## src/design/sfcm_pkg.sv

```systemverilog
// shared types and constants for the float compare mask pipeline
// no dependencies
`timescale 1ns / 1ps

package sfcm_pkg;

    localparam int unsigned DataWidth = 64;
    localparam int unsigned LaneWidth = 32;
    localparam int unsigned PredWidth = 5;

    // low four predicate bits, published relation encoding
    typedef enum logic [3:0] {
        REL_EQ_O   = 4'd0,
        REL_LT_O   = 4'd1,
        REL_LE_O   = 4'd2,
        REL_UNORD  = 4'd3,
        REL_NEQ_U  = 4'd4,
        REL_NLT_U  = 4'd5,
        REL_NLE_U  = 4'd6,
        REL_ORD    = 4'd7,
        REL_EQ_U   = 4'd8,
        REL_NGE_U  = 4'd9,
        REL_NGT_U  = 4'd10,
        REL_FALSE  = 4'd11,
        REL_NEQ_O  = 4'd12,
        REL_GE_O   = 4'd13,
        REL_GT_O   = 4'd14,
        REL_TRUE   = 4'd15
    } rel_t;

    // result kind chosen by the mode bits
    typedef enum logic [1:0] {
        OUT_ZERO   = 2'd0,
        OUT_COPY_A = 2'd1,
        OUT_DOUBLE = 2'd2,
        OUT_SINGLE = 2'd3
    } out_kind_t;

    // per-lane flags after the compare
    typedef struct packed {
        logic un;
        logic eq;
        logic lt;
    } cmp_flags_t;

    typedef struct packed {
        rel_t      rel;
        out_kind_t kind;
        logic      scalar;
    } ctl_t;

    // map to sortable key; both zeros share the key of +0
    function automatic logic [DataWidth-1:0] order_key64(input logic [DataWidth-1:0] v);
        logic [DataWidth-1:0] z;
        z = (v[DataWidth-2:0] == '0) ? '0 : v;
        order_key64 = z[DataWidth-1] ? ~z : (z | {1'b1, {(DataWidth-1){1'b0}}});
    endfunction

    function automatic logic [LaneWidth-1:0] order_key32(input logic [LaneWidth-1:0] v);
        logic [LaneWidth-1:0] z;
        z = (v[LaneWidth-2:0] == '0) ? '0 : v;
        order_key32 = z[LaneWidth-1] ? ~z : (z | {1'b1, {(LaneWidth-1){1'b0}}});
    endfunction

    function automatic logic rel_eval(input rel_t rel, input cmp_flags_t f);
        logic gt;
        logic r;
        gt = !f.un && !f.eq && !f.lt;
        case (rel)
            REL_EQ_O:  r = f.eq;
            REL_LT_O:  r = f.lt;
            REL_LE_O:  r = f.lt || f.eq;
            REL_UNORD: r = f.un;
            REL_NEQ_U: r = f.un || !f.eq;
            REL_NLT_U: r = f.un || gt || f.eq;
            REL_NLE_U: r = f.un || gt;
            REL_ORD:   r = !f.un;
            REL_EQ_U:  r = f.un || f.eq;
            REL_NGE_U: r = f.un || f.lt;
            REL_NGT_U: r = f.un || f.lt || f.eq;
            REL_FALSE: r = 1'b0;
            REL_NEQ_O: r = !f.un && !f.eq;
            REL_GE_O:  r = gt || f.eq;
            REL_GT_O:  r = gt;
            REL_TRUE:  r = 1'b1;
            default:   r = 1'b0;
        endcase
        rel_eval = r;
    endfunction

endpackage

```

## src/design/sfcm_pipe_ctl.sv

```systemverilog
// shared valid/advance control for the elastic pipeline
// depends on sfcm_pkg
`timescale 1ns / 1ps

module sfcm_pipe_ctl
    import sfcm_pkg::*;
#(
    parameter int unsigned Stages = 3
)
(
    input  logic              clk,
    input  logic              rst_n,
    input  logic              in_valid,
    input  logic              out_stall,
    output logic [Stages-1:0] stage_valid,
    output logic [Stages-1:0] stage_load,
    output logic              in_stall
);

    logic [Stages-1:0] valid_reg;
    logic [Stages-1:0] valid_next;
    logic [Stages:0]   open;

    // a stage can take a beat when it is empty or its beat moves on
    always_comb
    begin
        open[Stages] = !out_stall;
        for (int i = Stages - 1; i >= 0; i--)
        begin
            open[i] = !valid_reg[i] || open[i+1];
        end
        for (int i = 0; i < Stages; i++)
        begin
            stage_load[i] = open[i];
            if (open[i])
            begin
                valid_next[i] = (i == 0) ? in_valid : valid_reg[(i == 0) ? 0 : i-1];
            end
            else
            begin
                valid_next[i] = valid_reg[i];
            end
        end
    end

    always_ff @(posedge clk or negedge rst_n)
    begin
        if (!rst_n)
        begin
            valid_reg <= '0;
        end
        else
        begin
            valid_reg <= valid_next;
        end
    end

    assign stage_valid = valid_reg;
    assign in_stall    = !open[0];

endmodule

```

## src/design/simd_float_compare_mask.sv

```systemverilog
// float compare mask: an accepted beat moves through the stage 1, stage 2 and stage 3 registers to the output
// throughput one beat per cycle while the output is not stalled; a stall holds only the beats that cannot move on
// stage 1 decodes and forms sortable keys, stage 2 compares, stage 3 builds the mask
// reset clears only the valid bits; payload registers are not reset
// depends on sfcm_pkg and sfcm_pipe_ctl
`timescale 1ns / 1ps

module simd_float_compare_mask
    import sfcm_pkg::*;
(
    input  logic                 clk,
    input  logic                 rst_n,
    input  logic                 in_valid,
    output logic                 in_stall,
    input  logic [DataWidth-1:0] a_bits,
    input  logic [DataWidth-1:0] b_bits,
    input  logic [PredWidth-1:0] predicate,
    input  logic                 dbl_mode,
    input  logic                 scalar_mode,
    input  logic                 is_lowest_chunk,
    input  logic                 clear_result,
    output logic                 out_valid,
    input  logic                 out_stall,
    output logic [DataWidth-1:0] mask_bits
);

    localparam int unsigned Stages = 3;

    logic [Stages-1:0] stage_valid;
    logic [Stages-1:0] stage_load;

    sfcm_pipe_ctl #(.Stages(Stages)) u_ctl (
        .clk         (clk),
        .rst_n       (rst_n),
        .in_valid    (in_valid),
        .out_stall   (out_stall),
        .stage_valid (stage_valid),
        .stage_load  (stage_load),
        .in_stall    (in_stall)
    );

    // stage 1: keys and nan flags
    ctl_t                 s1_ctl_reg, s1_ctl_next;
    logic [DataWidth-1:0] s1_a_reg;
    logic [DataWidth-1:0] s1_ka_reg, s1_kb_reg, s1_ka_next, s1_kb_next;
    logic [1:0]           s1_un_reg, s1_un_next;

    always_comb
    begin
        s1_ctl_next.rel    = rel_t'(predicate[3:0]);
        s1_ctl_next.scalar = scalar_mode;
        if (clear_result)
        begin
            s1_ctl_next.kind = OUT_ZERO;
        end
        else if (scalar_mode && !is_lowest_chunk)
        begin
            s1_ctl_next.kind = OUT_COPY_A;
        end
        else if (dbl_mode)
        begin
            s1_ctl_next.kind = OUT_DOUBLE;
        end
        else
        begin
            s1_ctl_next.kind = OUT_SINGLE;
        end
        if (dbl_mode)
        begin
            s1_ka_next = order_key64(a_bits);
            s1_kb_next = order_key64(b_bits);
            s1_un_next[0] = (a_bits[62:0] > 63'h7FF0000000000000)
                         || (b_bits[62:0] > 63'h7FF0000000000000);
            s1_un_next[1] = 1'b0;
        end
        else
        begin
            s1_ka_next = {order_key32(a_bits[63:32]), order_key32(a_bits[31:0])};
            s1_kb_next = {order_key32(b_bits[63:32]), order_key32(b_bits[31:0])};
            s1_un_next[0] = (a_bits[30:0] > 31'h7F800000) || (b_bits[30:0] > 31'h7F800000);
            s1_un_next[1] = (a_bits[62:32] > 31'h7F800000) || (b_bits[62:32] > 31'h7F800000);
        end
    end

    always_ff @(posedge clk)
    begin
        if (stage_load[0])
        begin
            s1_ctl_reg <= s1_ctl_next;
            s1_a_reg   <= a_bits;
            s1_ka_reg  <= s1_ka_next;
            s1_kb_reg  <= s1_kb_next;
            s1_un_reg  <= s1_un_next;
        end
    end

    // stage 2: key compares
    ctl_t                 s2_ctl_reg;
    logic [DataWidth-1:0] s2_a_reg;
    cmp_flags_t           s2_f_reg [2];
    cmp_flags_t           s2_f_next [2];

    always_comb
    begin
        if (s1_ctl_reg.kind == OUT_DOUBLE)
        begin
            s2_f_next[0].un = s1_un_reg[0];
            s2_f_next[0].eq = !s1_un_reg[0] && (s1_ka_reg == s1_kb_reg);
            s2_f_next[0].lt = !s1_un_reg[0] && (s1_ka_reg < s1_kb_reg);
        end
        else
        begin
            s2_f_next[0].un = s1_un_reg[0];
            s2_f_next[0].eq = !s1_un_reg[0] && (s1_ka_reg[31:0] == s1_kb_reg[31:0]);
            s2_f_next[0].lt = !s1_un_reg[0] && (s1_ka_reg[31:0] < s1_kb_reg[31:0]);
        end
        s2_f_next[1].un = s1_un_reg[1];
        s2_f_next[1].eq = !s1_un_reg[1] && (s1_ka_reg[63:32] == s1_kb_reg[63:32]);
        s2_f_next[1].lt = !s1_un_reg[1] && (s1_ka_reg[63:32] < s1_kb_reg[63:32]);
    end

    always_ff @(posedge clk)
    begin
        if (stage_load[1])
        begin
            s2_ctl_reg  <= s1_ctl_reg;
            s2_a_reg    <= s1_a_reg;
            s2_f_reg[0] <= s2_f_next[0];
            s2_f_reg[1] <= s2_f_next[1];
        end
    end

    // stage 3: predicate and mask assembly
    logic [DataWidth-1:0] mask_reg, mask_next;
    logic                 hit_lo, hit_hi;

    always_comb
    begin
        hit_lo = rel_eval(s2_ctl_reg.rel, s2_f_reg[0]);
        hit_hi = rel_eval(s2_ctl_reg.rel, s2_f_reg[1]);
        case (s2_ctl_reg.kind)
            OUT_ZERO:   mask_next = '0;
            OUT_COPY_A: mask_next = s2_a_reg;
            OUT_DOUBLE: mask_next = {DataWidth{hit_lo}};
            OUT_SINGLE:
            begin
                mask_next[31:0]  = {LaneWidth{hit_lo}};
                mask_next[63:32] = s2_ctl_reg.scalar ? s2_a_reg[63:32] : {LaneWidth{hit_hi}};
            end
            default:    mask_next = '0;
        endcase
    end

    always_ff @(posedge clk)
    begin
        if (stage_load[2])
        begin
            mask_reg <= mask_next;
        end
    end

    assign out_valid = stage_valid[Stages-1];
    assign mask_bits = mask_reg;

endmodule

```

## config.mk

```make
export PLATFORM = sky130hd
export DESIGN_NAME = simd_float_compare_mask
export DESIGN_NICKNAME = d
export VERILOG_FILES = /design/src/design/sfcm_pkg.sv /design/src/design/sfcm_pipe_ctl.sv /design/src/design/simd_float_compare_mask.sv
export SDC_FILE = /design/constraint.sdc
export NUM_CORES = 1
export LEC_CHECK = 0
export BUFFER_PORTS_ARGS = -buffer_cell sky130_fd_sc_hd__buf_2
export CAP_MARGIN = 20
export CORE_ASPECT_RATIO = 2
export CORE_MARGIN = 10
export CORE_UTILIZATION = 45
export DETAILED_ROUTE_END_ITERATION = 8
export SLEW_MARGIN = 20
export SYNTH_ARGS = -nofsm -noshare
export SYNTH_HDL_FRONTEND = slang
export SYNTH_HIERARCHICAL = 1
export SYNTH_SLANG_ARGS = --single-unit
```

## constraint.sdc

```tcl
create_clock -name clk -period 13.6 [get_ports clk]
set_input_delay 2.72 -clock clk [delete_from_list [all_inputs] [get_ports clk]]
set_output_delay 2.72 -clock clk [all_outputs]
set_load 0.01 [all_outputs]
```

==> impl_metrics.csv <==
group,metric,value,unit
synthesis,postSynthCellCount,1331,
cts,clock-sinks,345,
floorplanning,pin_count,207,
drt,vias_per_cell,5.24,
drt,firstDrtPassIters,4,
setup_path,r2r_cells,6,
setup_path,path_max_fanout,7,
synthesis,synth.top_cell.area_share,0.619,
grt,antenna_found_initial,2,
cts,numCtsBuffers,28,
grt,grt_pass1_vias,10700,
setup_path,crit_arrival,3210,ps
placement,io_buffers,205,
drt,drt_iter0_markers,426,
floorplanning,start_util,0.456,
synthesis,synth.net_count,1537,
synthesis,synth.avg_cell_area,12.5,um2
setup_path,startpoint_type,"primary input",
layout,fin_area,0.0190,mm2
setup_path,crit_top_cell,"buf_2",
drt,antenna_left,0,
layout,drive_gt1_frac,0.190,
layout,layout_common_cells,"edfxtp_1 (342), buf_2 (203), nor2_1 (130)",
placement,routabilityCongestion,0.866,
timing,min_period,5930,ps
setup_path,critPathTopFamily,"buffers and inverters",
timing,rsz0062_at_grt,"no",
synthesis,yosysSeqAreaShare,0.623,
setup_path,critPathBufInv,2,
cts,ctsHoldBuffers,0,
synthesis,yosys-top-cells-area,"edfxtp_1 (62%), xor2_1 (6.5%), ha_1 (4.9%)",
drt,drc,0,
timing,worst_slack,7670,ps
floorplanning,die_height,292,um
setup_path,critPathMaxStageDelay,190,ps
grt,grtUsageMet3,0.0302,
timing,worst_clock_skew,13.4,ps
floorplanning,die_w,156,um
grt,grt_first_pass_wirelength,58.1,mm
synthesis,synth_edf_count,342,
timing,timing_hold_violations_final,0,
cts,cts_max_level,1,
placement,dp_slack,7660,ps
setup_path,startpoint,"out_stall",
grt,top_usage_layer,"met2",
timing,tightest_slew,1050,ps
floorplanning,dieArea,0.0454,mm2
power,p_comb_frac,0.164,
cts,clock_latency,560,ps
placement,place_area,0.0180,mm2
setup_path,worstPathRequired,10880,ps
setup_path,rrSetupSlack,10440,ps
timing,slew_headroom,0.298,
cts,cts_root_buf,"clkbuf_16",
setup_path,rr_startpoint,"s2_ctl_reg[6]$_DFFE_PP_",
power,ir_drop,0.153,mV
setup_path,cp-end-kind,"output pin",
min_path,holdCritPathClass,"register to register",
cts,path_clk_slew,70,ps
setup_path,reg2reg_to,"mask_bits[49]$_DFFE_PP_",
grt,grtUsageMet1,0.187,
grt,grtUsageMet2,0.271,
grt,grt_start_max_net_pins,79,
synthesis,ys_async_sr_fraction,0.00870,
drt,via_count,10400,
synthesis,synthFlopType,"edfxtp_1",
layout,fin_util,0.521,
status,status,"finished clean",
power,p_clk_frac,0.312,
grt,grtUsageTotal,0.155,
setup_path,critical_path_cell_count,3,
drt,detail_route.wl_per_cell,18.2,um
cts,clockBufferDepth,3,
floorplanning,coreArea,0.0364,mm2
layout,fin_nets,1712,
power,leakage,0.00754,uW
floorplanning,row_count,99,
placement,place_hpwl,26.3,mm
cts,post_cts_buffers,0,
synthesis,yosys_warnings,6,
layout,area_delta_synth_final,14.3,%
timing,slew_violations,0,
power,switching_share,0.259,
setup_path,path_cells,"buf_2 -> and4_1 -> buf_2",
power,p_int,1980,uW
job,maxCapViolations,0,
timing,max_freq,169,MHz
power,switchingPower,692,uW
setup_path,endpoint,"in_stall",
timing,min_period_over_period,0.436,
setup_path,cpMaxStageDelayCell,"and4_1",
synthesis,ys_ff_latch,345,
layout,final_common_cell,"edfxtp_1",
power,powerDensity,141,mW/mm2
cts,cts_tree,"built",
synthesis,ys_types,61,
synthesis,syn_area,0.0166,mm2
timing,finalSetupViolations,0,
cts,cts-resized-gates,0,
drt,wl,36.2,mm
power,seqPwrFrac,0.524,
synthesis,yosys.area.top_type,"edfxtp_1",
timing,tns,0,ps
grt,gr-total-overflow,0,
setup_path,critPathKind,"primary input to output pin",
## layout make-up
| class | count | area (um2) |
|---|---|---|
| Sequential cell | 345 | 10300 |
| Timing Repair Buffer | 218 | 1130 |
| Multi-Input combinational cell | 834 | 5670 |
| Inverter | 79 | 297 |
| Antenna cell | 1 | 2.50 |
| Clock inverter | 20 | 215 |
| Fill cell | 3229 | 17400 |
| Clock buffer | 32 | 737 |
| Tap cell | 454 | 568 |
## power groups by stage
stage | logic, uW | registers [uW] | clock network (uW)
4_1_cts | 446 | 1400 | 860
2_1_floorplan | 265 | 1440 | 0
3_5_place_dp | 443 | 1420 | 0
5_1_grt | 502 | 1420 | 899
3_3_place_gp | 431 | 1420 | 0
6_report | 439 | 1400 | 836
## how the worst min path moves through the flow
stage	startpoint	endpoint	slack, ps	cells past startpoint
floorplan	s1_a_reg[0]$_DFFE_PP_	s2_a_reg[0]$_DFFE_PP_	400	0
global placement	s1_a_reg[25]$_DFFE_PP_	s2_a_reg[25]$_DFFE_PP_	400	0
detailed placement	s1_a_reg[15]$_DFFE_PP_	s2_a_reg[15]$_DFFE_PP_	400	0
CTS	s1_a_reg[18]$_DFFE_PP_	s2_a_reg[18]$_DFFE_PP_	410	0
global route	s1_a_reg[27]$_DFFE_PP_	s2_a_reg[27]$_DFFE_PP_	420	0
finish	s1_a_reg[27]$_DFFE_PP_	s2_a_reg[27]$_DFFE_PP_	410	0
## through the flow
stage	power, uW	std cells	hold WS (ps)
6_report	2680	1983	413
4_1_cts	2710	1982	414
5_1_grt	2820	1983	416
3_3_place_gp	1850	1929	400
3_5_place_dp	1870	1930	405
2_1_floorplan	1710	1331	400
## Yosys cell counts (6+ instances only)
| cell | count |
|---|---|
| a211oi_1 | 6 |
| a21oi_1 | 40 |
| a22oi_1 | 61 |
| a31oi_1 | 6 |
| and4_1 | 6 |
| buf_1 | 13 |
| buf_2 | 15 |
| buf_4 | 9 |
| clkbuf_1 | 34 |
| edfxtp_1 | 342 |
| ha_1 | 65 |
| inv_1 | 79 |
| nand2_1 | 90 |
| nand2b_1 | 9 |
| nand3_1 | 17 |
| nand4_1 | 24 |
| nor2_1 | 131 |
| nor3_1 | 9 |
| nor4_1 | 29 |
| o21ai_0 | 76 |
| o21ai_1 | 6 |
| xnor2_1 | 63 |
| xor2_1 | 124 |
## logic make-up (layout without fill, tap and decap cells)
| kind of cell | after synthesis | in the layout | synth area share |
|---|---|---|---|
| DFF | 345 | 345 | 0.623 |
| adders and majority gates | 65 | 65 | 0.0490 |
| other | 0 | 1 | 0 |
| and+or+nand+nor | 344 | 344 | 0.0996 |
| buffers and inverters | 152 | 349 | 0.0377 |
| xor gates and xnor gates | 187 | 187 | 0.0987 |
| AOI/OAI and AO/OA | 238 | 238 | 0.0915 |
## metal layers
layer	wire [um]	vias to the layer above
li1	-	5182
met1	14900	4920
met2	18500	239
met3	1950	52
met4	867	2
met5	20	-
## worst register-to-register path, delay by kind of cell (launching register included)
kind / cells / cell delay [ps]
simple gates: 2 / 760
flops: 1 / 630
buf+inv: 1 / 320
compound gates: 3 / 1200
Note: power is estimated with default switching activity, not from simulation.
